## config.mk

```make
export PLATFORM = sky130hd
export DESIGN_NAME = rf_scan_lock_controller
export DESIGN_NICKNAME = d
export VERILOG_FILES = /design/src/design/rslc_pkg.sv /design/src/design/rslc_scan.sv /design/src/design/rslc_meter.sv /design/src/design/rf_scan_lock_controller.sv
export SDC_FILE = /design/constraint.sdc
export NUM_CORES = 1
export LEC_CHECK = 0
export BUFFER_PORTS_ARGS = -buffer_cell sky130_fd_sc_hd__buf_2
export CAP_MARGIN = 20
export CORE_AREA = 2 2 138 140
export CTS_CLUSTER_SIZE = 24
export DETAILED_ROUTE_END_ITERATION = 6
export DIE_AREA = 0 0 140 142
export PLACE_DENSITY = 0.73
export SLEW_MARGIN = 25
export SYNTH_ARGS = -nofsm -noshare
export SYNTH_HDL_FRONTEND = slang
export SYNTH_SLANG_ARGS = --single-unit
```

## constraint.sdc

```tcl
create_clock -name clk -period 5.8 [get_ports clk]
set_input_delay 0.87 -clock clk [delete_from_list [all_inputs] [get_ports clk]]
set_output_delay 0.87 -clock clk [all_outputs]
set_load 0.01 [all_outputs]
```

## src/design/rslc_pkg.sv

```systemverilog
`timescale 1ns / 1ps

package rslc_pkg;

    localparam int FREQ_W = 30;
    localparam int RSSI_W = 10;
    localparam int LIST_IDX_W = 6;
    localparam int RANGE_IDX_W = 3;
    localparam int LEVEL_W = 3;
    localparam int LED_W = 3;
    localparam int BEEP_W = 9;
    localparam int CLAMP_W = 8;

    localparam int LIST_TABLE_SIZE = 15;
    localparam int RANGE_TABLE_SIZE = 3;

    localparam logic [FREQ_W-1:0] STEP_HZ = 30'd250000;
    localparam logic [FREQ_W-1:0] BAND_LOW = 30'd924000000;
    localparam logic [FREQ_W-1:0] BAND_HIGH = 30'd928000000;
    localparam logic [FREQ_W-1:0] FREQ_RESET = 30'd300000000;

    localparam logic signed [RSSI_W-1:0] BAND_THRESHOLD = -10'sd90;
    localparam logic signed [RSSI_W-1:0] THRESHOLD_RESET = -10'sd130;
    localparam logic signed [RSSI_W:0] CONFIRM_MARGIN = 11'sd10;
    localparam logic signed [RSSI_W:0] RSSI_OFFSET = 11'sd220;
    localparam logic signed [RSSI_W:0] CLAMP_TOP = 11'sd180;

    localparam logic [BEEP_W-1:0] BEEP_BASE = 9'd500;
    localparam logic [BEEP_W-1:0] BEEP_FLOOR = 9'd20;

    typedef enum logic [1:0] {
        OP_ADVANCE = 2'd0,
        OP_MEASURE = 2'd1,
        OP_RELEASE = 2'd2
    } op_t;

    localparam logic [LED_W-1:0] LED_NONE = 3'd0;
    localparam logic [LED_W-1:0] LED_BLUE_OFF = 3'd1;
    localparam logic [LED_W-1:0] LED_BLUE_ON = 3'd2;
    localparam logic [LED_W-1:0] LED_GREEN = 3'd3;
    localparam logic [LED_W-1:0] LED_YELLOW = 3'd4;
    localparam logic [LED_W-1:0] LED_RED = 3'd5;

    typedef struct packed {
        logic advance;
        logic release_lock;
    } scan_cmd_t;

    // Common frequency list; indexes past the table wrap around its size.
    function automatic logic [FREQ_W-1:0] list_freq(input logic [LIST_IDX_W-1:0] idx);
        logic [LIST_IDX_W-1:0] m;
        logic [FREQ_W-1:0] f;
        m = idx;
        for (int i = 0; i < 4; i++)
        begin
            if (m >= LIST_IDX_W'(LIST_TABLE_SIZE))
                m = m - LIST_IDX_W'(LIST_TABLE_SIZE);
        end
        case (m)
            6'd0: f = 30'd315000000;
            6'd1: f = 30'd318000000;
            6'd2: f = 30'd390000000;
            6'd3: f = 30'd433075000;
            6'd4: f = 30'd433420000;
            6'd5: f = 30'd433889000;
            6'd6: f = 30'd433920000;
            6'd7: f = 30'd434420000;
            6'd8: f = 30'd434775000;
            6'd9: f = 30'd438900000;
            6'd10: f = 30'd868350000;
            6'd11: f = 30'd868850000;
            6'd12: f = 30'd868950000;
            6'd13: f = 30'd915000000;
            6'd14: f = 30'd925000000;
            default: f = 30'd315000000;
        endcase
        return f;
    endfunction

    function automatic logic [1:0] range_wrap(input logic [RANGE_IDX_W-1:0] idx);
        logic [RANGE_IDX_W-1:0] m;
        m = idx;
        for (int i = 0; i < 2; i++)
        begin
            if (m >= RANGE_IDX_W'(RANGE_TABLE_SIZE))
                m = m - RANGE_IDX_W'(RANGE_TABLE_SIZE);
        end
        return m[1:0];
    endfunction

    function automatic logic [FREQ_W-1:0] band_start(input logic [RANGE_IDX_W-1:0] idx);
        logic [FREQ_W-1:0] f;
        case (range_wrap(idx))
            2'd0: f = 30'd300000000;
            2'd1: f = 30'd387000000;
            2'd2: f = 30'd779000000;
            default: f = 30'd300000000;
        endcase
        return f;
    endfunction

    function automatic logic [FREQ_W-1:0] band_end(input logic [RANGE_IDX_W-1:0] idx);
        logic [FREQ_W-1:0] f;
        case (range_wrap(idx))
            2'd0: f = 30'd348000000;
            2'd1: f = 30'd464000000;
            2'd2: f = 30'd928000000;
            default: f = 30'd348000000;
        endcase
        return f;
    endfunction

endpackage

```

## src/design/rslc_scan.sv

```systemverilog
`timescale 1ns / 1ps

module rslc_scan
    import rslc_pkg::*;
#(
    parameter int LIST_LENGTH = 15,
    parameter int RANGE_TOTAL = 3
)
(
    input  logic              clk,
    input  logic              rst_n,
    input  scan_cmd_t         cmd,
    output logic [FREQ_W-1:0] held_frequency,
    output logic [FREQ_W-1:0] held_frequency_next
);

    localparam int LW = (LIST_LENGTH > 1) ? $clog2(LIST_LENGTH) : 1;
    localparam int RW = (RANGE_TOTAL > 1) ? $clog2(RANGE_TOTAL) : 1;
    localparam logic [LW-1:0] LIST_LAST = LW'(LIST_LENGTH - 1);
    localparam logic [RW-1:0] RANGE_LAST = RW'(RANGE_TOTAL - 1);

    logic [FREQ_W-1:0] sweep_position_reg, sweep_position_next;
    logic [RW-1:0]     range_select_reg, range_select_next;
    logic [LW-1:0]     list_select_reg, list_select_next;
    logic              in_list_pass_reg, in_list_pass_next;
    logic [FREQ_W-1:0] held_frequency_reg;
    logic [FREQ_W-1:0] stepped_position;
    logic [RW-1:0]     range_advanced;

    assign stepped_position = sweep_position_reg + STEP_HZ;
    assign range_advanced = (range_select_reg == RANGE_LAST) ? '0 : range_select_reg + 1'b1;

    always_comb
    begin
        sweep_position_next = sweep_position_reg;
        range_select_next = range_select_reg;
        list_select_next = list_select_reg;
        in_list_pass_next = in_list_pass_reg;
        held_frequency_next = held_frequency_reg;
        if (cmd.advance)
        begin
            if (in_list_pass_reg)
            begin
                held_frequency_next = list_freq(LIST_IDX_W'(list_select_reg));
                if (list_select_reg == LIST_LAST)
                begin
                    list_select_next = '0;
                    in_list_pass_next = 1'b0;
                end
                else
                begin
                    list_select_next = list_select_reg + 1'b1;
                end
            end
            else if (stepped_position > band_end(RANGE_IDX_W'(range_select_reg)))
            begin
                // Past the end of this range: move on and replay the list first.
                range_select_next = range_advanced;
                sweep_position_next = band_start(RANGE_IDX_W'(range_advanced));
                in_list_pass_next = 1'b1;
                held_frequency_next = sweep_position_next;
            end
            else
            begin
                sweep_position_next = stepped_position;
                held_frequency_next = stepped_position;
            end
        end
        else if (cmd.release_lock)
        begin
            in_list_pass_next = 1'b1;
            list_select_next = '0;
        end
    end

    always_ff @(posedge clk or negedge rst_n)
    begin
        if (!rst_n)
        begin
            sweep_position_reg <= FREQ_RESET;
            range_select_reg <= '0;
            list_select_reg <= '0;
            in_list_pass_reg <= 1'b1;
            held_frequency_reg <= FREQ_RESET;
        end
        else
        begin
            sweep_position_reg <= sweep_position_next;
            range_select_reg <= range_select_next;
            list_select_reg <= list_select_next;
            in_list_pass_reg <= in_list_pass_next;
            held_frequency_reg <= held_frequency_next;
        end
    end

    assign held_frequency = held_frequency_reg;

endmodule

```

## src/design/rslc_meter.sv

```systemverilog
`timescale 1ns / 1ps

module rslc_meter
    import rslc_pkg::*;
(
    input  logic signed [RSSI_W-1:0] rssi,
    output logic [LEVEL_W-1:0]       level,
    output logic [BEEP_W-1:0]        beep_interval
);

    logic signed [RSSI_W:0] shifted;
    logic [CLAMP_W-1:0]     n;
    logic [BEEP_W+1:0]      n_times5;
    logic [BEEP_W-1:0]      beep_raw;

    assign shifted = $signed({rssi[RSSI_W-1], rssi}) + RSSI_OFFSET;

    always_comb
    begin
        if (shifted < 0)
            n = '0;
        else if (shifted > CLAMP_TOP)
            n = CLAMP_W'(CLAMP_TOP);
        else
            n = CLAMP_W'(shifted);
    end

    // floor(n * 499 / 18000) steps up at n = 37, 73, 109 and 145 over 0..180.
    assign level = LEVEL_W'(1) + LEVEL_W'(n >= 8'd37) + LEVEL_W'(n >= 8'd73)
                 + LEVEL_W'(n >= 8'd109) + LEVEL_W'(n >= 8'd145);

    assign n_times5 = {n, 2'b00} + (BEEP_W+2)'(n);
    assign beep_raw = BEEP_BASE - BEEP_W'(n_times5 >> 1);
    assign beep_interval = (beep_raw < BEEP_FLOOR) ? BEEP_FLOOR : beep_raw;

endmodule

```

## src/design/rf_scan_lock_controller.sv

```systemverilog
`timescale 1ns / 1ps
// A transaction accepted on s_* sits in the input register and is written to the result
// register once that register is empty or its result is being taken; it then shows on m_*.
// Throughput: one transaction per cycle while m_tready is high; the result register frees as taken.
// Reset: rst_n clears the pipeline, the scan state, the lock and the threshold
// register to -130 dBm at once, asynchronously.

module rf_scan_lock_controller
    import rslc_pkg::*;
#(
    parameter int LIST_LENGTH = 15,
    parameter int RANGE_TOTAL = 3
)
(
    input  logic        clk,
    input  logic        rst_n,
    input  logic        cfg_we,
    input  logic [9:0]  cfg_wdata,   // lock_threshold
    input  logic        s_tvalid,
    output logic        s_tready,
    input  logic [23:0] s_tdata,     // rssi[9:0], rssi_confirm[19:10], zero pad
    input  logic [1:0]  s_tuser,     // operation
    output logic        m_tvalid,
    input  logic        m_tready,
    output logic [47:0] m_tdata      // tune_frequency[29:0], locked[30], level[33:31],
                                     // led_code[36:34], beep_interval_ms[45:37], zero pad
);

    logic                     s1_valid_reg;
    logic [1:0]               s1_op_reg;
    logic signed [RSSI_W-1:0] s1_rssi_reg;
    logic signed [RSSI_W-1:0] s1_confirm_reg;

    logic                     m_valid_reg, m_valid_next;
    logic [47:0]              m_data_reg;

    logic signed [RSSI_W-1:0] threshold_reg;
    logic                     lock_reg, lock_next;
    logic                     blue_reg, blue_next;

    logic                     out_free;
    logic                     step;
    scan_cmd_t                cmd;
    logic [FREQ_W-1:0]        held_frequency;
    logic [FREQ_W-1:0]        held_frequency_next;
    logic [LEVEL_W-1:0]       meter_level;
    logic [BEEP_W-1:0]        meter_beep;
    logic signed [RSSI_W-1:0] thr;
    logic                     over_threshold;
    logic [LEVEL_W-1:0]       level;
    logic [LED_W-1:0]         led_code;
    logic [BEEP_W-1:0]        beep;

    assign out_free = !m_valid_reg || m_tready;
    assign step = s1_valid_reg && out_free;
    assign s_tready = !s1_valid_reg || out_free;

    always_comb
    begin
        cmd.advance = step && (s1_op_reg == OP_ADVANCE) && !lock_reg;
        cmd.release_lock = step && (s1_op_reg == OP_RELEASE);
    end

    rslc_scan #(
        .LIST_LENGTH(LIST_LENGTH),
        .RANGE_TOTAL(RANGE_TOTAL)
    ) u_scan (
        .clk                 (clk),
        .rst_n               (rst_n),
        .cmd                 (cmd),
        .held_frequency      (held_frequency),
        .held_frequency_next (held_frequency_next)
    );

    rslc_meter u_meter (
        .rssi          (s1_rssi_reg),
        .level         (meter_level),
        .beep_interval (meter_beep)
    );

    // Inside the override band the threshold is fixed at -90 dBm.
    assign thr = (held_frequency >= BAND_LOW && held_frequency <= BAND_HIGH)
               ? BAND_THRESHOLD : threshold_reg;
    assign over_threshold = (s1_rssi_reg > thr)
        && ($signed({s1_confirm_reg[RSSI_W-1], s1_confirm_reg})
            > $signed({thr[RSSI_W-1], thr}) - CONFIRM_MARGIN);

    always_comb
    begin
        lock_next = lock_reg;
        blue_next = blue_reg;
        level = LEVEL_W'(1);
        led_code = LED_NONE;
        beep = '0;
        case (s1_op_reg)
            OP_MEASURE:
            begin
                level = meter_level;
                if (!lock_reg && over_threshold)
                    lock_next = 1'b1;
                if (!lock_next)
                begin
                    blue_next = !blue_reg;
                    led_code = blue_next ? LED_BLUE_ON : LED_BLUE_OFF;
                end
                else
                begin
                    if (meter_level == LEVEL_W'(1))
                        led_code = LED_GREEN;
                    else if (meter_level <= LEVEL_W'(3))
                        led_code = LED_YELLOW;
                    else
                        led_code = LED_RED;
                    beep = meter_beep;
                end
            end
            OP_RELEASE:
            begin
                lock_next = 1'b0;
            end
            default:
            begin
                lock_next = lock_reg;
            end
        endcase
    end

    always_comb
    begin
        m_valid_next = m_valid_reg;
        if (step)
            m_valid_next = 1'b1;
        else if (m_tready)
            m_valid_next = 1'b0;
    end

    always_ff @(posedge clk or negedge rst_n)
    begin
        if (!rst_n)
        begin
            s1_valid_reg <= 1'b0;
            m_valid_reg <= 1'b0;
            threshold_reg <= THRESHOLD_RESET;
            lock_reg <= 1'b0;
            blue_reg <= 1'b0;
        end
        else
        begin
            if (s_tready)
                s1_valid_reg <= s_tvalid;
            m_valid_reg <= m_valid_next;
            if (cfg_we)
                threshold_reg <= cfg_wdata;
            if (step)
            begin
                lock_reg <= lock_next;
                blue_reg <= blue_next;
            end
        end
    end

    always_ff @(posedge clk)
    begin
        if (s_tvalid && s_tready)
        begin
            s1_op_reg <= s_tuser;
            s1_rssi_reg <= s_tdata[9:0];
            s1_confirm_reg <= s_tdata[19:10];
        end
        if (step)
            m_data_reg <= {2'b00, beep, led_code, level, lock_next, held_frequency_next};
    end

    assign m_tvalid = m_valid_reg;
    assign m_tdata = m_data_reg;

endmodule

```

* After elaboration in Yosys (flattened, before gate mapping)
Memory sizes are Yosys's and may differ from the RTL's.
Index checks and enable logic that the tools add are counted.
Widths: inputs -> output; s select.
** Operators by class
- $add $sub $neg :: 19
- $lt $le $gt $ge :: 21
- Equality and inequality tests :: 10
- Multiplexer cells :: 57
- Bitwise logic cells :: 3
- Reductions and logical operators :: 24
** Operators with widths (count)
- $mux 30 :: 6
- $pmux 30 s2 :: 2
- $mux 6 :: 12
- $add 30x18->30 const B :: 1
- $ge 30x30->1 const B :: 1
- $gt 30x30->1 :: 1
- $le 30x30->1 const B :: 1
- $mux 3 :: 9
- $ge 6x4->1 const B :: 3
- $mux 2 :: 9
- $sub 6x4->6 const B :: 3
- $ge 8x7->1 const B :: 2
- $mux 4 :: 4
- $mux 8 :: 2
- $add 10x9->11 const B :: 1
- $gt 10x11->1 :: 1
- $gt 11x9->1 const B :: 1
- $lt 11x1->1 const B :: 1
- $sub 10x5->11 const B :: 1
- $add 10x8->10 :: 1
- $gt 10x10->1 :: 1
- $mux 1 :: 10
- $mux 10 :: 1
- $add 3x1->3 :: 3
- 30 further kinds :: 57
** Word-level totals
- Register bits :: 149
- Bits in read-only memories :: 416
- Input bits :: 41
- Output and inout bits :: 50
- Word-level logic and storage cells :: 152
- Memories kept :: 1
** Memories
- (no name shown) :: depth 16, bits a word 26, read ports 1, clocked after Yosys merged registers in 0, wr ports 0, RTL line rslc_pkg.sv:59 : case (m)

* Depth between registers and ports, before layout
Gate-level depths: netlist of the first run.
- Word-level depth :: 28
- Depth in mapped cells :: 26
- Gate-level depth less buffers :: 24

* By module
From an unflattened synthesis of the first run, not the netlist that was laid out.
** Unflattened totals
- Cell total of the unflattened synthesis :: 1128
- Area total of the unflattened synthesis :: 10797.9 µm²
** By module, submodules not included
- rslc_scan :: times used 1, cells an instance 657, area each 5642.9 µm², sequential area each 1702.9 µm²
- rf_scan_lock_controller :: times used 1, cells an instance 277, area each 3808.7 µm², sequential area each 2402.3 µm²
- rslc_meter :: times used 1, cells an instance 194, area each 1346.3 µm², sequential area each 0.0 µm²

* Worst setup path before layout of the first run
No wires, ideal clock.
- Kind :: flip-flop to flip-flop
- From :: register u_scan.list_select_reg[0]
- To :: register m_data_reg[5] (netlist: m_tdata[5]), data pin
- Setup time :: 0.265 ns
- Data arrival time :: 5.049 ns
- Required time :: 5.535 ns
- Setup slack :: 0.485 ns
- Cell stages (with the launch flop) :: 26
- Buffers on the path :: 2
- Period minus slack after synthesis :: 5.315 ns
- Cells stage by stage :: dfrtp_1 > buf_2 > inv_1 > ha_1 > o21a_1 > a21oi_1 > ha_1 > nand4b_1 > ha_1 > buf_2 > nor3_1 > or2_2 > inv_1 > ha_1 > a31oi_1 > xor2_1 > ha_1 > inv_1 > a211oi_2 > nor2_1 > xnor2_1 > inv_1 > ha_1 > o21ai_1 > a211oi_1 > a221o_1
** On the way
- Cells in the longest elaborated chain, start to end :: 20
- Elaborated cells on any way between the ends :: 25
- Classes of those cells :: 4 x add/sub; 4 x order compare; 15 x mux; 1 x reduce/logical; 1 x memory
** Ends and longest elaborated chain
- from (decl) :: RTL line rslc_scan.sv:24 : logic [LW-1:0] list_select_reg, list_select_next;
- from (signal assigned) :: RTL line rslc_scan.sv:90 : list_select_reg <= list_select_next;
- $sub 4x4->5 or $ge 4x4->1 (tied branches) :: RTL line rslc_pkg.sv:57, rslc_pkg.sv:56
- $mux 6 (*) :: RTL line rslc_pkg.sv:56 : if (m >= LIST_IDX_W'(LIST_TABLE_SIZE))
- $mux 6 (*) :: RTL line rslc_scan.sv:42 : if (in_list_pass_reg)
- $mux 6 (*) :: RTL line rslc_scan.sv:40 : if (cmd.advance)
- $sub 6x4->6 or $ge 6x4->1 (tied branches) :: RTL line rslc_pkg.sv:57, rslc_pkg.sv:56
- $mux 6 (*) :: RTL line rslc_pkg.sv:56
- $mux 6 (*) :: RTL line rslc_scan.sv:42
- $mux 6 (*) :: RTL line rslc_scan.sv:40
- [5 not listed]
- $mux 6 (*) :: RTL line rslc_pkg.sv:56
- $mux 6 (*) :: RTL line rslc_scan.sv:42
- $mux 6 (*) :: RTL line rslc_scan.sv:40
- $mem_v2 16x26 or $logic_not 2->1 (tied branches)
- $mux 30 (*) :: RTL line rslc_pkg.sv:59
- $mux 30 (*) :: RTL line rslc_scan.sv:42
- $mux 30 (*) :: RTL line rslc_scan.sv:40
- named net held_frequency_next[5] :: RTL line rf_scan_lock_controller.sv:45 : logic [FREQ_W-1:0] held_frequency_next;
- to (signal assigned) :: RTL line rf_scan_lock_controller.sv:171 : m_data_reg <= {2'b00, beep, led_code, level, lock_next, held_frequency_next};
- to (decl) :: RTL line rf_scan_lock_controller.sv:35 : logic [47:0] m_data_reg;
The timed path passes the listed nets; every way through them passes the cells marked *. The select of a mux whose other input is x is not followed.
A chain may end at the register's enable or synchronous reset.

* Worst setup path after layout of the first run
- From :: register u_scan.list_select_reg[0]
- To :: register m_data_reg[6] (netlist: m_tdata[6]), data pin
Same word-level chain as after synthesis.

==> flow_summary.html, run 1 <==
<table>
<tr><th>Metric</th><th>Value</th></tr>
<tr><th colspan="2">Logic synthesis</th></tr>
<tr><td>Arithmetic-cell share of the synthesized area counting full adders, half adders and majority gates</td><td>a little over a tenth</td></tr>
<tr><td>Xor/xnor share of the synthesized area</td><td>5.140%</td></tr>
<tr><td>Number of enable-type register cells in the synthesized netlist</td><td>between 60 and 70</td></tr>
<tr><td>Sequential cell area fraction in the yosys report</td><td>just over 40%</td></tr>
<tr><td>Simple logic cell fraction of the synthesized area</td><td>between 10% and 20%</td></tr>
<tr><td>Synthesis-stage register bit count</td><td>between 100 and 150</td></tr>
<tr><td>Synthesized-area fraction occupied by ao, oa, aoi and oai cells</td><td>17.85%</td></tr>
<tr><td>Combinational family with the most area after synthesis</td><td>compound AO/OA/AOI/OAI gates</td></tr>
<tr><td>Mapped Cells</td><td>just over 1000</td></tr>
<tr><td>Async set-or-reset flop fraction in the synthesized netlist</td><td>between 50% and 60%</td></tr>
<tr><td>Yosys warnings</td><td>0</td></tr>
<tr><td>Average instance area after synthesis</td><td>approximately 9.7 µm²</td></tr>
<tr><td>Multiplexer share of the synthesized area</td><td>around 3.2%</td></tr>
<tr><td>Distinct cell type count after synthesis</td><td>90</td></tr>
<tr><td>Post-synthesis cell area</td><td>9907 µm²</td></tr>
<tr><td>Most common flop cell mapped by yosys</td><td>sky130_fd_sc_hd__edfxtp_1</td></tr>
<tr><th colspan="2">Timing</th></tr>
<tr><td>Fin Hold WS</td><td>between 0.3 and 0.4 ns</td></tr>
<tr><td>Minimum clock period after layout</td><td>approximately 5.3 ns</td></tr>
<tr><td>Max Fclk</td><td>roughly 190 MHz</td></tr>
<tr><td>Slew Limit Headroom</td><td>35.79%</td></tr>
<tr><td>Setup repair after global routing missed its margin</td><td>false</td></tr>
<tr><td>Slew at the pin closest to its max-slew limit</td><td>just under 1 ns</td></tr>
<tr><td>Count of endpoints failing hold in the final timing report</td><td>0</td></tr>
<tr><td>Final-report max-slew violation count</td><td>0</td></tr>
<tr><td>Post-route clock period utilization</td><td>91.74%</td></tr>
<tr><td>Setup TNS after final layout</td><td>0 ns</td></tr>
<tr><td>Setup clock skew after layout</td><td>0.01157 ns</td></tr>
<tr><td>Final setup violation count</td><td>0</td></tr>
<tr><th colspan="2">Status</th></tr>
<tr><td>Status</td><td>complete, but fails checks</td></tr>
<tr><td>Violations in the final reports</td><td>design-rule violations</td></tr>
<tr><th colspan="2">Final layout</th></tr>
<tr><td>Count of placed standard cells in the final layout, fillers left out</td><td>1354</td></tr>
<tr><td>Fillcell total</td><td>about 1600</td></tr>
<tr><td>Number of nets in the finished design</td><td>1230</td></tr>
<tr><td>Area growth from synthesis to layout</td><td>13.41%</td></tr>
<tr><td>Antenna Diode Count</td><td>0</td></tr>
<tr><td>Final core utilization</td><td>just over 60%</td></tr>
<tr><td>Number of flip-flops in the largest register</td><td>between 40 and 50</td></tr>
<tr><td>Ratio of cells with drive above 1 in the final layout</td><td>~19%</td></tr>
<tr><td>Most frequent cells in the layout</td><td>sky130_fd_sc_hd__nand2_1, sky130_fd_sc_hd__buf_2, sky130_fd_sc_hd__ha_1</td></tr>
<tr><td>Most frequent standard cell in the layout excluding fill and tap cells</td><td>sky130_fd_sc_hd__nand2_1</td></tr>
<tr><th colspan="2">CTS</th></tr>
<tr><td>Number of sinks handled by clock tree synthesis</td><td>149</td></tr>
<tr><td>Clock network latency to the later pin of the worst-skew pair</td><td>between 0.4 and 0.5 ns</td></tr>
<tr><td>Number of buffers created by CTS</td><td>17</td></tr>
<tr><td>Clk slew on worst S/H paths</td><td>approximately 0.070 ns</td></tr>
<tr><td>CTS tree</td><td>built</td></tr>
<tr><td>Post-CTS Repair Setup Buffers</td><td>0</td></tr>
<tr><td>CTS hold repair buffers</td><td>0</td></tr>
<tr><td>Master cell of the clock root buffer</td><td>sky130_fd_sc_hd__clkbuf_16</td></tr>
<tr><td>CTS-repair resized insts</td><td>0</td></tr>
<tr><td>Buffer depth of the longest clock path</td><td>2</td></tr>
<tr><td>Max H-tree Level</td><td>4</td></tr>
<tr><th colspan="2">Power and ir drop</th></tr>
<tr><td>Static Leak</td><td>slightly below 5 nW</td></tr>
<tr><td>Worst vdd rail ir drop</td><td>roughly 220 µV</td></tr>
<tr><td>Power density over the cells</td><td>between 300 and 400 nW/µm²</td></tr>
<tr><td>Sum of internal, switching and leakage power</td><td>3.612 mW</td></tr>
<tr><th colspan="2">Critical path</th></tr>
<tr><td>Data required time of the critical path</td><td>between 5 and 6 ns</td></tr>
<tr><td>Critical register-to-register path startpoint</td><td>u_scan.list_select_reg[0]$_DFFE_PN0P_</td></tr>
<tr><td>Worst-path maximum fanout</td><td>10</td></tr>
<tr><td>Critical Path Sink Type</td><td>flip-flop</td></tr>
<tr><td>Crit path from</td><td>u_scan.list_select_reg[0]$_DFFE_PN0P_</td></tr>
<tr><td>Type of the setup path with the least slack</td><td>flip-flop to flip-flop</td></tr>
<tr><td>Data arrival time at the worst-slack endpoint</td><td>~5.5 ns</td></tr>
<tr><td>Category of the worst setup path launch point</td><td>flip-flop</td></tr>
<tr><th colspan="2">Route</th></tr>
<tr><td>Number of design-rule violations left by the first detailed-router iteration</td><td>~670</td></tr>
<tr><td>Number of routed nets with antenna violations</td><td>0</td></tr>
<tr><td>Per-cell routed wire length</td><td>18.13 µm</td></tr>
<tr><td>Total via count in the routed design</td><td>~8000</td></tr>
<tr><td>Total detailed-routing wirelength</td><td>~25000 µm</td></tr>
<tr><td>DRC violation count after routing</td><td>7</td></tr>
<tr><td>Vias per Instance</td><td>~6</td></tr>
<tr><td>First-pass iteration count of the detailed router</td><td>7</td></tr>
<tr><th colspan="2">Floorplan</th></tr>
<tr><td>Boundary pin count</td><td>91</td></tr>
<tr><td>Floorplan die width</td><td>between 100 and 150 µm</td></tr>
<tr><td>Die extent in y</td><td>about 140 µm</td></tr>
<tr><td>Total number of placement rows</td><td>50</td></tr>
<tr><td>Initial Util</td><td>a little over half</td></tr>
<tr><td>Core region area</td><td>approximately 18000 µm²</td></tr>
<tr><td>Die outline area</td><td>roughly 20000 µm²</td></tr>
<tr><th colspan="2">Place</th></tr>
<tr><td>Dpl cells</td><td>1322</td></tr>
<tr><td>Post-DP HPWL</td><td>18290 µm</td></tr>
<tr><td>Final GP Congestion</td><td>roughly 1</td></tr>
<tr><td>Total of buffers placed on input and output ports</td><td>84</td></tr>
<tr><th colspan="2">Run</th></tr>
<tr><td>Number of maximum-capacitance violations</td><td>0</td></tr>
<tr><th colspan="2">Global route</th></tr>
<tr><td>First-pass GRT wire length</td><td>40380 µm</td></tr>
<tr><td>Maximum number of pins on one net before global-route repair</td><td>between 50 and 60</td></tr>
<tr><td>Via count of the first global-routing pass</td><td>between 7000 and 8000</td></tr>
<tr><td>Aggregate global routing overflow</td><td>0</td></tr>
<tr><td>Number of antenna violations at the first check in global routing</td><td>0</td></tr>
<tr><td>Total routing resource utilization after global routing</td><td>about a quarter</td></tr>
<tr><th colspan="2">Worst hold path</th></tr>
<tr><td>Classification of the worst-slack hold path</td><td>primary input to async pin</td></tr>
</table>
==> cells by family (layout without fill, tap and decap cells) <==
group,after synthesis,after routing
and+or+nand+nor,352,352
AOI/OAI and AO/OA,261,261
DFF,149,149
buffers and inverters,89,187
adders and majority gates,84,84
xor gates and xnor gates,56,56
muxes,29,29
other,1,2
==> synth_stat cells (13+ instances only) <==
cell type | instances | share of area (%)
sky130_fd_sc_hd__a21oi_1 | 47 | 2.4
sky130_fd_sc_hd__a22oi_1 | 18 | 1.4
sky130_fd_sc_hd__a31oi_1 | 13 | 0.82
sky130_fd_sc_hd__and2_1 | 13 | 0.82
sky130_fd_sc_hd__clkbuf_1 | 24 | 0.91
sky130_fd_sc_hd__dfrtp_1 | 52 | 13
sky130_fd_sc_hd__dfstp_2 | 29 | 7.7
sky130_fd_sc_hd__edfxtp_1 | 68 | 21
sky130_fd_sc_hd__ha_1 | 80 | 10
sky130_fd_sc_hd__inv_1 | 42 | 1.6
sky130_fd_sc_hd__mux2_2 | 17 | 1.9
sky130_fd_sc_hd__nand2_1 | 124 | 4.7
sky130_fd_sc_hd__nand2b_1 | 20 | 1.3
sky130_fd_sc_hd__nand3_1 | 21 | 1.1
sky130_fd_sc_hd__nand4_1 | 16 | 1.0
sky130_fd_sc_hd__nor2_1 | 64 | 2.4
sky130_fd_sc_hd__nor2b_1 | 15 | 0.95
sky130_fd_sc_hd__nor3_1 | 23 | 1.2
sky130_fd_sc_hd__o211ai_1 | 15 | 1.1
sky130_fd_sc_hd__o21a_1 | 15 | 1.1
sky130_fd_sc_hd__o21ai_0 | 65 | 3.3
sky130_fd_sc_hd__xnor2_1 | 31 | 2.7
sky130_fd_sc_hd__xor2_1 | 24 | 2.1
==> metrics by stage <==
step                area, µm²  setup WS, ns
floorplan                9911        0.4855
global placement        10620        0.4771
detailed placement      10620        0.4648
CTS                     11220        0.4235
global route            11240       0.05899
finish                  11240        0.4791
==> power breakdown <==
group | switching (mW) | internal [mW] | total [mW]
Clock | 0.466 | 0.642 | 1.11
Combinational | 0.614 | 0.420 | 1.03
Sequential | 0.149 | 1.32 | 1.47
Total | 1.23 | 2.38 | 3.61
==> worst paths after layout <==
path,to,slack [ns],cells past startpoint
min in group clk,u_scan.sweep_position_reg[21]$_DFFE_PN1P_,0.47,2
worst min register to register,u_scan.sweep_position_reg[21]$_DFFE_PN1P_,0.47,2
max in group asynchronous,threshold_reg[7]$_DFFE_PN0P_,4.45,2
worst max register to register,m_tdata[6]$_DFFE_PP_,0.48,25
worst max-delay path,m_tdata[6]$_DFFE_PP_,0.48,25
worst min-delay path,u_scan.sweep_position_reg[26]$_DFFE_PN0P_,0.33,1
==> area by class of cell <==
class | instances | area, µm² | share of cell area (%)
clock buffer | 17 | 425.4 | 3.786
clock inverter | 15 | 170.2 | 1.514
inverter | 45 | 168.9 | 1.503
multi-input combinational | 784 | 5455 | 48.55
sequential | 149 | 4105 | 36.54
tap | 234 | 292.8 | 2.606
timing repair buffer | 110 | 618.1 | 5.501
==> per-layer routing <==
metal	wire length (µm)	up-vias	track usage, %
li1	-	3926	-
met1	10820	3873	33.84
met2	11440	254	41.51
met3	1438	55	5.047
met4	854	0	10.15
met5	0	-	0
==> worst max-delay path, stage by stage (launching register included) <==
cell and delay, ns:
sky130_fd_sc_hd__dfrtp_1 0.39, sky130_fd_sc_hd__ha_1 0.28, sky130_fd_sc_hd__buf_4 0.18, sky130_fd_sc_hd__o21a_1 0.16
sky130_fd_sc_hd__a21oi_1 0.20, sky130_fd_sc_hd__ha_1 0.20, sky130_fd_sc_hd__nand4b_1 0.12, sky130_fd_sc_hd__ha_1 0.24
sky130_fd_sc_hd__nor3_1 0.22, sky130_fd_sc_hd__or2_2 0.16, sky130_fd_sc_hd__inv_1 0.04, sky130_fd_sc_hd__ha_1 0.25
sky130_fd_sc_hd__a31oi_2 0.22, sky130_fd_sc_hd__xor2_1 0.26, sky130_fd_sc_hd__ha_1 0.25, sky130_fd_sc_hd__inv_1 0.11
sky130_fd_sc_hd__a211oi_2 0.26, sky130_fd_sc_hd__nor2_1 0.10, sky130_fd_sc_hd__xnor2_1 0.13, sky130_fd_sc_hd__buf_4 0.18
sky130_fd_sc_hd__ha_1 0.44, sky130_fd_sc_hd__inv_1 0.09, sky130_fd_sc_hd__mux2i_1 0.16, sky130_fd_sc_hd__a22oi_1 0.09
sky130_fd_sc_hd__o21ai_1 0.17, sky130_fd_sc_hd__a31oi_1 0.12
(Power assumes the default switching activity.)
==> run 2: changes to the inputs <==
CELL_PAD_IN_SITES_DETAIL_PLACEMENT = 0   (was default)
CELL_PAD_IN_SITES_GLOBAL_PLACEMENT = 2   (was default)
CORE_AREA = 2 2 163 165   (was 2 2 138 140)
DIE_AREA = 0 0 165 167   (was 0 0 140 142)
PLACE_DENSITY = default   (was 0.73)
PLACE_DENSITY_LB_ADDON = 0.1   (was default)
==> run 2 against run 1 <==
The flow now finishes without violations. Via count is 1.9% lower. Utilization decreased by 16 points. Setup slack got worse by 0.18 ns. Critical path type unchanged. Highest routed layer unchanged.
==> flow_summary.html, run 2 (synthesis gave the netlist of run 1 again) <==
<table>
<tr><th>Metric</th><th>Value</th></tr>
<tr><th colspan="2">Route</th></tr>
<tr><td>Number of routed nets with antenna violations</td><td>0 (unchanged)</td></tr>
<tr><td>Total via count in the routed design</td><td>7957 (-1.9%)</td></tr>
<tr><td>Per-cell routed wire length</td><td>19.09 µm (+5.3%)</td></tr>
<tr><td>Length of routed met2 wiring</td><td>13120 µm (+15%)</td></tr>
<tr><td>Met1 WL</td><td>13510 µm (+25%)</td></tr>
<tr><td>Max layer used</td><td>met4</td></tr>
<tr><td>Met3 wirelength from detailed routing</td><td>923 µm (-36%)</td></tr>
<tr><td>Total detailed-routing wirelength</td><td>27910 µm (+14%)</td></tr>
<tr><td>First-pass iteration count of the detailed router</td><td>5 (-2)</td></tr>
<tr><td>DRC violation count after routing</td><td>0 (-7)</td></tr>
<tr><td>Number of design-rule violations left by the first detailed-router iteration</td><td>377 (-44%)</td></tr>
<tr><td>Vias per Instance</td><td>5.443 (-9.1%)</td></tr>
<tr><th colspan="2">Global route</th></tr>
<tr><td>Total routing resource utilization after global routing</td><td>20.54% (-5.0 points)</td></tr>
<tr><td>Aggregate global routing overflow</td><td>0 (unchanged)</td></tr>
<tr><td>Via count of the first global-routing pass</td><td>7645 (-3.1%)</td></tr>
<tr><td>First-pass GRT wire length</td><td>43500 µm (+7.7%)</td></tr>
<tr><td>Maximum number of pins on one net before global-route repair</td><td>72 (+24%)</td></tr>
<tr><td>Number of antenna violations at the first check in global routing</td><td>0 (unchanged)</td></tr>
<tr><th colspan="2">Place</th></tr>
<tr><td>Final GP Congestion</td><td>0.8060 (-19%)</td></tr>
<tr><td>Dpl cells</td><td>1430 (+8.2%)</td></tr>
<tr><td>Post-DP HPWL</td><td>20690 µm (+13%)</td></tr>
<tr><td>Total of buffers placed on input and output ports</td><td>84 (unchanged)</td></tr>
<tr><td>Post-placement setup slack</td><td>0.2006 ns (-0.2643 ns)</td></tr>
<tr><th colspan="2">Power and ir drop</th></tr>
<tr><td>Worst vdd rail ir drop</td><td>172.3 µV (-21%)</td></tr>
<tr><td>Static Leak</td><td>4.879 nW (+1.2%)</td></tr>
<tr><td>Net switching power</td><td>1.234 mW (+0.42%)</td></tr>
<tr><td>Fraction of power spent switching nets</td><td>33.63% (-0.39 points)</td></tr>
<tr><td>Sequential power share</td><td>40.2% (-0.5 points)</td></tr>
<tr><td>Clock share of power</td><td>31.5% (+0.8 points)</td></tr>
<tr><td>Sum of internal, switching and leakage power</td><td>3.670 mW (+1.6%)</td></tr>
<tr><td>Power density over the cells</td><td>320.7 nW/µm² (-0.27%)</td></tr>
<tr><td>Cell-internal power</td><td>2.436 mW (+2.2%)</td></tr>
<tr><td>Logic gate share of total power</td><td>28.3% (-0.3 points)</td></tr>
<tr><th colspan="2">Timing</th></tr>
<tr><td>Final setup violation count</td><td>0 (unchanged)</td></tr>
<tr><td>Max Fclk</td><td>181.9 MHz (-3.2%)</td></tr>
<tr><td>Setup clock skew after layout</td><td>0.01331 ns (+0.001740 ns)</td></tr>
<tr><td>Count of endpoints failing hold in the final timing report</td><td>0 (unchanged)</td></tr>
<tr><td>Post-route clock period utilization</td><td>94.80% (+3.1 points)</td></tr>
<tr><td>Slew Limit Headroom</td><td>44.35% (+8.6 points)</td></tr>
<tr><td>Setup TNS after final layout</td><td>0 ns (unchanged)</td></tr>
<tr><td>Slew at the pin closest to its max-slew limit</td><td>0.8348 ns (-0.1283 ns)</td></tr>
<tr><td>Final-report max-slew violation count</td><td>0 (unchanged)</td></tr>
<tr><td>Minimum clock period after layout</td><td>5.499 ns (+0.1776 ns)</td></tr>
<tr><td>Setup repair after global routing missed its margin</td><td>false</td></tr>
<tr><td>Post-route worst setup slack</td><td>0.3015 ns (-0.1776 ns)</td></tr>
<tr><th colspan="2">Floorplan</th></tr>
<tr><td>Die outline area</td><td>27560 µm² (+39%)</td></tr>
<tr><td>Total number of placement rows</td><td>59 (+18%)</td></tr>
<tr><td>Core region area</td><td>25760 µm² (+40%)</td></tr>
<tr><td>Boundary pin count</td><td>91 (unchanged)</td></tr>
<tr><td>Die extent in y</td><td>167 µm (+18%)</td></tr>
<tr><td>Initial Util</td><td>38.45% (-15 points)</td></tr>
<tr><td>Floorplan die width</td><td>165 µm (+18%)</td></tr>
<tr><th colspan="2">Final layout</th></tr>
<tr><td>Number of nets in the finished design</td><td>1237 (+0.57%)</td></tr>
<tr><td>Most frequent standard cell in the layout excluding fill and tap cells</td><td>sky130_fd_sc_hd__nand2_1</td></tr>
<tr><td>Antenna Diode Count</td><td>0 (unchanged)</td></tr>
<tr><td>Ratio of cells with drive above 1 in the final layout</td><td>20.05% (+0.68 points)</td></tr>
<tr><td>Fillcell total</td><td>2589 (+64%)</td></tr>
<tr><td>Count of placed standard cells in the final layout, fillers left out</td><td>1462 (+8.0%)</td></tr>
<tr><td>Number of flip-flops in the largest register</td><td>46 (unchanged)</td></tr>
<tr><td>Most frequent cells in the layout</td><td>sky130_fd_sc_hd__nand2_1, sky130_fd_sc_hd__buf_2, sky130_fd_sc_hd__ha_1</td></tr>
<tr><td>Final core utilization</td><td>44.42% (-16 points)</td></tr>
<tr><td>Area growth from synthesis to layout</td><td>15.52%</td></tr>
<tr><th colspan="2">Critical path</th></tr>
<tr><td>Critical Path Sink Type</td><td>flip-flop</td></tr>
<tr><td>Cell chain of the critical path</td><td>buf_4 -&gt; ha_1 -&gt; o21a_1 -&gt; a21oi_1 -&gt; ha_1 -&gt; nand4b_1 -&gt; ha_1 -&gt; nor3_1 -&gt; or2_2 -&gt; inv_1 -&gt; ha_1 -&gt; a31oi_2 -&gt; xor2_1 -&gt; ha_1 -&gt; inv_1 -&gt; a211oi_2 -&gt; nor2_1 -&gt; xnor2_1 -&gt; buf_4 -&gt; inv_1 -&gt; ha_1 -&gt; a22oi_1 -&gt; o21ai_0 -&gt; nand3_1</td></tr>
<tr><td>Reg-to-reg slack, setup</td><td>0.30 ns (-0.18 ns)</td></tr>
<tr><td>R2R depth</td><td>24 (-4.0%)</td></tr>
<tr><td>Worst-path maximum fanout</td><td>10 (unchanged)</td></tr>
<tr><td>Maximum single-stage delay on the critical path</td><td>0.38 ns (-0.06 ns)</td></tr>
<tr><td>Data arrival time at the worst-slack endpoint</td><td>5.64 ns (+0.18 ns)</td></tr>
<tr><td>Category of the worst setup path launch point</td><td>flip-flop</td></tr>
<tr><td>Type of the setup path with the least slack</td><td>flip-flop to flip-flop</td></tr>
<tr><td>Data required time of the critical path</td><td>5.94 ns (about the same)</td></tr>
<tr><td>Critical register-to-register path startpoint</td><td>u_scan.list_select_reg[1]$_DFFE_PN0P_</td></tr>
<tr><td>Endpoint of the worst register-to-register path</td><td>m_tdata[25]$_DFFE_PP_</td></tr>
<tr><td>Worst-path cell with the longest stage delay</td><td>sky130_fd_sc_hd__dfrtp_1</td></tr>
<tr><td>Cell seen most often among critical-path stages</td><td>sky130_fd_sc_hd__ha_1</td></tr>
<tr><th colspan="2">CTS</th></tr>
<tr><td>Max H-tree Level</td><td>4 (unchanged)</td></tr>
<tr><td>Number of sinks handled by clock tree synthesis</td><td>149 (unchanged)</td></tr>
<tr><td>Clock network latency to the later pin of the worst-skew pair</td><td>0.43 ns (about the same)</td></tr>
<tr><td>Master cell of the clock root buffer</td><td>sky130_fd_sc_hd__clkbuf_16</td></tr>
<tr><td>Buffer depth of the longest clock path</td><td>2 (unchanged)</td></tr>
<tr><td>CTS-repair resized insts</td><td>0 (unchanged)</td></tr>
<tr><td>Post-CTS Repair Setup Buffers</td><td>0 (unchanged)</td></tr>
<tr><td>CTS tree</td><td>built</td></tr>
<tr><td>Clk slew on worst S/H paths</td><td>0.07 ns (about the same)</td></tr>
<tr><td>CTS hold repair buffers</td><td>0 (unchanged)</td></tr>
<tr><td>Number of buffers created by CTS</td><td>17 (unchanged)</td></tr>
<tr><th colspan="2">Run</th></tr>
<tr><td>Number of maximum-capacitance violations</td><td>0 (unchanged)</td></tr>
<tr><th colspan="2">Status</th></tr>
<tr><td>Status</td><td>completed</td></tr>
<tr><th colspan="2">Worst hold path</th></tr>
<tr><td>Classification of the worst-slack hold path</td><td>primary input to async pin</td></tr>
</table>
-- run 2: cell types whose count changed in the layout (fill, tap and decap cells not counted), moves of 2 or more --
cell                         delta
sky130_fd_sc_hd__ha_2           +2
sky130_fd_sc_hd__clkinv_4       -5
sky130_fd_sc_hd__clkinv_2       +3
sky130_fd_sc_hd__buf_12         +2
sky130_fd_sc_hd__ha_1           -2
sky130_fd_sc_hd__clkbuf_8       +2
sky130_fd_sc_hd__buf_4          +4
sky130_fd_sc_hd__clkinvlp_4     -3
-- run 2: routing by layer --
metal  vias up  GRT usage, %
met1      3835         29.55
met2       162         32.50
met3        17         3.213
met5         -             0
li1       3943             -
met4         0         4.461
-- run 2: power by group through the flow --
stage	sequential, mW	clock [mW]	combinational [mW]
global placement	1.49	0	1.04
detailed placement	1.49	0	1.04
CTS	1.47	1.18	1.05
finish	1.48	1.15	1.04
global route	1.50	1.22	1.17
floorplan	1.45	0	0.732
-- run 2: stage by stage --
step | cell area, µm² | hold WS, ns
floorplan | 9911 | 0.4510
global placement | 10830 | 0.4641
detailed placement | 10830 | 0.4676
CTS | 11430 | 0.2479
global route | 11440 | 0.2496
finish | 11440 | 0.2591
-- run 2: how the worst max path moves through the flow --
stage,end,depth (start not counted),slack [ns],from
2_1_floorplan,m_tdata[5]$_DFFE_PP_,25,0.49,u_scan.list_select_reg[0]$_DFFE_PN0P_
3_3_place_gp,m_tdata[6]$_DFFE_PP_,25,0.23,u_scan.list_select_reg[0]$_DFFE_PN0P_
3_5_place_dp,m_tdata[6]$_DFFE_PP_,25,0.20,u_scan.list_select_reg[0]$_DFFE_PN0P_
4_1_cts,m_tdata[6]$_DFFE_PP_,25,0.14,u_scan.list_select_reg[0]$_DFFE_PN0P_
5_1_grt,m_tdata[6]$_DFFE_PP_,25,0.01,u_scan.list_select_reg[0]$_DFFE_PN0P_
6_report,m_tdata[25]$_DFFE_PP_,24,0.30,u_scan.list_select_reg[1]$_DFFE_PN0P_
-- run 2: layout make-up --
cell class                      count  area, µm²  share of cell area, %
Multi-Input combinational cell    784       5449                  47.61
Sequential cell                   149       4106                  35.88
Timing Repair Buffer              117      699.4                  6.111
Clock buffer                       21      481.7                  4.209
Tap cell                          335      419.2                  3.662
Inverter                           45      168.9                  1.476
Clock inverter                     11      120.1                  1.050
-- run 2: worst max-delay path, delay by kind of cell (launching register included) --
family	cells	cell delay, ns
flip-flops	1	0.38
buffers and inverters	5	0.62
AO/OA/AOI/OAI	6	1.34
AND/OR/NAND/NOR	5	0.80
XOR/XNOR	2	0.40
adder cells (fa/ha/maj)	6	1.66
==> run 3: changes to the inputs <==
==> constraint.sdc (replaced) <==
create_clock -name clk -period 5.8 [get_ports clk]
set_input_delay 0.29 -clock clk [delete_from_list [all_inputs] [get_ports clk]]
set_output_delay 0.29 -clock clk [all_outputs]
set_load 0.01 [all_outputs]
==> run 3 against run 2 <==
Via count fell by 2.0%. Hold slack lost 0.22 ns. Sequential cell count is the same. First-iteration DRC count rose by 18%. Final cell count about the same. Highest routed layer unchanged.
==> flow_summary.html, run 3 (synthesis gave the netlist of run 1 again) <==
<table>
<tr><th>Metric</th><th>Value</th></tr>
<tr><th colspan="2">CTS</th></tr>
<tr><td>Max H-tree Level</td><td>4 (unchanged)</td></tr>
<tr><td>Clock network latency to the later pin of the worst-skew pair</td><td>0.42 ns (about the same)</td></tr>
<tr><td>Buffer depth of the longest clock path</td><td>2 (unchanged)</td></tr>
<tr><td>CTS tree</td><td>built</td></tr>
<tr><td>Number of buffers created by CTS</td><td>17 (unchanged)</td></tr>
<tr><td>Number of sinks handled by clock tree synthesis</td><td>149 (unchanged)</td></tr>
<tr><td>Master cell of the clock root buffer</td><td>sky130_fd_sc_hd__clkbuf_16</td></tr>
<tr><td>Post-CTS Repair Setup Buffers</td><td>0 (unchanged)</td></tr>
<tr><td>Clk slew on worst S/H paths</td><td>0.07 ns (about the same)</td></tr>
<tr><th colspan="2">Route</th></tr>
<tr><td>First-pass iteration count of the detailed router</td><td>5 (unchanged)</td></tr>
<tr><td>Per-cell routed wire length</td><td>18.80 µm (-1.5%)</td></tr>
<tr><td>Total detailed-routing wirelength</td><td>27470 µm (-1.6%)</td></tr>
<tr><td>Total via count in the routed design</td><td>7799 (-2.0%)</td></tr>
<tr><td>Number of routed nets with antenna violations</td><td>0 (unchanged)</td></tr>
<tr><td>Number of design-rule violations left by the first detailed-router iteration</td><td>445 (+18%)</td></tr>
<tr><td>Vias per Instance</td><td>5.338 (-1.9%)</td></tr>
<tr><td>DRC violation count after routing</td><td>0 (unchanged)</td></tr>
<tr><th colspan="2">Timing</th></tr>
<tr><td>Slew Limit Headroom</td><td>51.95% (+7.6 points)</td></tr>
<tr><td>Slew at the pin closest to its max-slew limit</td><td>0.7207 ns (-0.1141 ns)</td></tr>
<tr><td>Minimum clock period after layout</td><td>5.357 ns (-0.1420 ns)</td></tr>
<tr><td>Post-route clock period utilization</td><td>92.35% (-2.4 points)</td></tr>
<tr><td>Fin Hold WS</td><td>0.04327 ns (-0.2159 ns)</td></tr>
<tr><td>Final-report max-slew violation count</td><td>0 (unchanged)</td></tr>
<tr><td>Count of endpoints failing hold in the final timing report</td><td>0 (unchanged)</td></tr>
<tr><td>Max Fclk</td><td>186.7 MHz (+2.7%)</td></tr>
<tr><td>Final setup violation count</td><td>0 (unchanged)</td></tr>
<tr><td>Setup repair after global routing missed its margin</td><td>true</td></tr>
<tr><td>Setup TNS after final layout</td><td>0 ns (unchanged)</td></tr>
<tr><td>Setup clock skew after layout</td><td>0.009112 ns (-0.004193 ns)</td></tr>
<tr><td>Post-route worst setup slack</td><td>0.4435 ns (+0.1420 ns)</td></tr>
<tr><th colspan="2">Power and ir drop</th></tr>
<tr><td>Static Leak</td><td>4.844 nW (-0.71%)</td></tr>
<tr><td>Power density over the cells</td><td>315.4 nW/µm² (-1.6%)</td></tr>
<tr><td>Sum of internal, switching and leakage power</td><td>3.598 mW (-2.0%)</td></tr>
<tr><td>Worst vdd rail ir drop</td><td>180.6 µV (+4.8%)</td></tr>
<tr><th colspan="2">Place</th></tr>
<tr><td>Final GP Congestion</td><td>0.8000 (-0.74%)</td></tr>
<tr><td>Placed Instance Area</td><td>10810 µm² (-0.14%)</td></tr>
<tr><td>Post-placement setup slack</td><td>0.2496 ns (+0.04901 ns)</td></tr>
<tr><td>Post-DP HPWL</td><td>20310 µm (-1.8%)</td></tr>
<tr><td>Total of buffers placed on input and output ports</td><td>84 (unchanged)</td></tr>
<tr><th colspan="2">Final layout</th></tr>
<tr><td>Area growth from synthesis to layout</td><td>15.12%</td></tr>
<tr><td>Most frequent cells in the layout</td><td>sky130_fd_sc_hd__nand2_1, sky130_fd_sc_hd__buf_2, sky130_fd_sc_hd__ha_1</td></tr>
<tr><td>Number of nets in the finished design</td><td>1236 (-0.081%)</td></tr>
<tr><td>Number of flip-flops in the largest register</td><td>46 (unchanged)</td></tr>
<tr><td>Ratio of cells with drive above 1 in the final layout</td><td>19.80% (-0.25 points)</td></tr>
<tr><td>Antenna Diode Count</td><td>0 (unchanged)</td></tr>
<tr><td>Area occupied by multi-input gates</td><td>5456 µm² (+0.14%)</td></tr>
<tr><td>Most frequent standard cell in the layout excluding fill and tap cells</td><td>sky130_fd_sc_hd__nand2_1</td></tr>
<tr><td>Post-Layout Inst Area</td><td>11400 µm² (-0.35%)</td></tr>
<tr><td>Fillcell total</td><td>2566 (-0.89%)</td></tr>
<tr><td>FF+latch area</td><td>4106 µm² (unchanged)</td></tr>
<tr><th colspan="2">Global route</th></tr>
<tr><td>Number of antenna violations at the first check in global routing</td><td>0 (unchanged)</td></tr>
<tr><td>Via count of the first global-routing pass</td><td>7614 (-0.41%)</td></tr>
<tr><td>Aggregate global routing overflow</td><td>0 (unchanged)</td></tr>
<tr><td>First-pass GRT wire length</td><td>42930 µm (-1.3%)</td></tr>
<tr><td>Maximum number of pins on one net before global-route repair</td><td>72 (unchanged)</td></tr>
<tr><td>Total routing resource utilization after global routing</td><td>20.27% (-0.26 points)</td></tr>
<tr><th colspan="2">Floorplan</th></tr>
<tr><td>Total number of placement rows</td><td>59 (unchanged)</td></tr>
<tr><td>Core region area</td><td>25760 µm² (unchanged)</td></tr>
<tr><td>Die outline area</td><td>27560 µm² (unchanged)</td></tr>
<tr><td>Floorplan die width</td><td>165 µm (unchanged)</td></tr>
<tr><td>Die extent in y</td><td>167 µm (unchanged)</td></tr>
<tr><td>Initial Util</td><td>38.45% (unchanged)</td></tr>
<tr><td>Boundary pin count</td><td>91 (unchanged)</td></tr>
<tr><th colspan="2">Critical path</th></tr>
<tr><td>Maximum single-stage delay on the critical path</td><td>0.47 ns (+0.09 ns)</td></tr>
<tr><td>Data arrival time at the worst-slack endpoint</td><td>5.48 ns (-0.16 ns)</td></tr>
<tr><td>Worst-path cell with the longest stage delay</td><td>sky130_fd_sc_hd__dfrtp_2</td></tr>
<tr><td>Cell chain of the critical path</td><td>ha_2 -&gt; o2111a_1 -&gt; or2_1 -&gt; inv_1 -&gt; ha_1 -&gt; nand4b_1 -&gt; ha_1 -&gt; nor3_1 -&gt; or2_2 -&gt; inv_1 -&gt; ha_1 -&gt; a31oi_2 -&gt; xor2_1 -&gt; ha_1 -&gt; inv_1 -&gt; and4_1 -&gt; a2111o_1 -&gt; mux2i_2 -&gt; buf_12 -&gt; xnor2_1 -&gt; a22oi_1 -&gt; o21ai_0 -&gt; o211ai_1</td></tr>
<tr><td>Type of the setup path with the least slack</td><td>flip-flop to flip-flop</td></tr>
<tr><td>Data required time of the critical path</td><td>5.93 ns (about the same)</td></tr>
<tr><td>Category of the worst setup path launch point</td><td>flip-flop</td></tr>
<tr><td>Worst-path maximum fanout</td><td>17 (+7)</td></tr>
<tr><td>Critical Path Sink Type</td><td>flip-flop</td></tr>
<tr><td>Cell seen most often among critical-path stages</td><td>sky130_fd_sc_hd__ha_1</td></tr>
<tr><th colspan="2">Status</th></tr>
<tr><td>Status</td><td>completed</td></tr>
<tr><th colspan="2">Worst hold path</th></tr>
<tr><td>Classification of the worst-slack hold path</td><td>primary input to flip-flop</td></tr>
<tr><th colspan="2">Run</th></tr>
<tr><td>Number of maximum-capacitance violations</td><td>0 (unchanged)</td></tr>
</table>
-- run 3: layout make-up --
type / count / area share [%]
Tap cell: 335 / 3.675
Timing Repair Buffer: 116 / 6.089
Sequential cell: 149 / 36.01
Clock buffer: 21 / 4.048
Clock inverter: 11 / 0.8557
Inverter: 45 / 1.481
Multi-Input combinational cell: 784 / 47.84
-- run 3: what timing repair did --
action,4_1_cts,5_1_grt
hold buffers,1,0
gates resized for setup,0,5
hold endpoints to repair,10,0
setup endpoints to repair,0,39
-- run 3: metal layers --
layer	share of wire, %	GRT usage [%]
met1	49	29.71
met2	46	31.65
met3	3.5	2.889
met4	1.1	4.461
met5	0	0
-- run 3: power breakdown --
| group | switching, mW | leakage [nW] | internal, mW |
|---|---|---|---|
| Combinational | 0.608 | 2.94 | 0.430 |
| Sequential | 0.155 | 1.63 | 1.32 |
| Clock | 0.465 | 0.273 | 0.617 |
| Total | 1.23 | 4.84 | 2.37 |
-- run 3: worst max-delay path: cells and delay by family, from the launching register on --
family / cells / cell delay (ns)
AO/OA/AOI/OAI: 6 / 1.49
XOR/XNOR: 2 / 0.38
adder cells (fa/ha/maj): 5 / 1.16
buffers and inverters: 4 / 0.40
flip-flops: 1 / 0.47
multiplexers: 1 / 0.21
AND/OR/NAND/NOR: 5 / 0.95
-- run 3: path summary, 6_finish.rpt --
path	start	to	slack, ns	cells after the start
setup / recovery	u_scan.list_select_reg[0]$_DFFE_PN0P_	m_tdata[23]$_DFFE_PP_	0.44	23
min in group asynchronous	rst_n	threshold_reg[7]$_DFFE_PN0P_	0.24	2
hold / removal	s_tdata[19]	s1_confirm_reg[9]$_DFFE_PP_	0.04	1
max in group asynchronous	rst_n	u_scan.list_select_reg[0]$_DFFE_PN0P_	4.60	3
hold reg to reg	u_scan.sweep_position_reg[21]$_DFFE_PN1P_	u_scan.sweep_position_reg[21]$_DFFE_PN1P_	0.48	2
setup reg to reg	u_scan.list_select_reg[0]$_DFFE_PN0P_	m_tdata[23]$_DFFE_PP_	0.44	23
-- run 3: stage by stage --
| step | util, % | instances |
|---|---|---|
| 3_5_place_dp | 41.96 | 1428 |
| 5_1_grt | 44.27 | 1461 |
| 3_3_place_gp | 41.96 | 1428 |
| 6_report | 44.27 | 1461 |
| 4_1_cts | 44.17 | 1461 |
| 2_1_floorplan | - | 1022 |
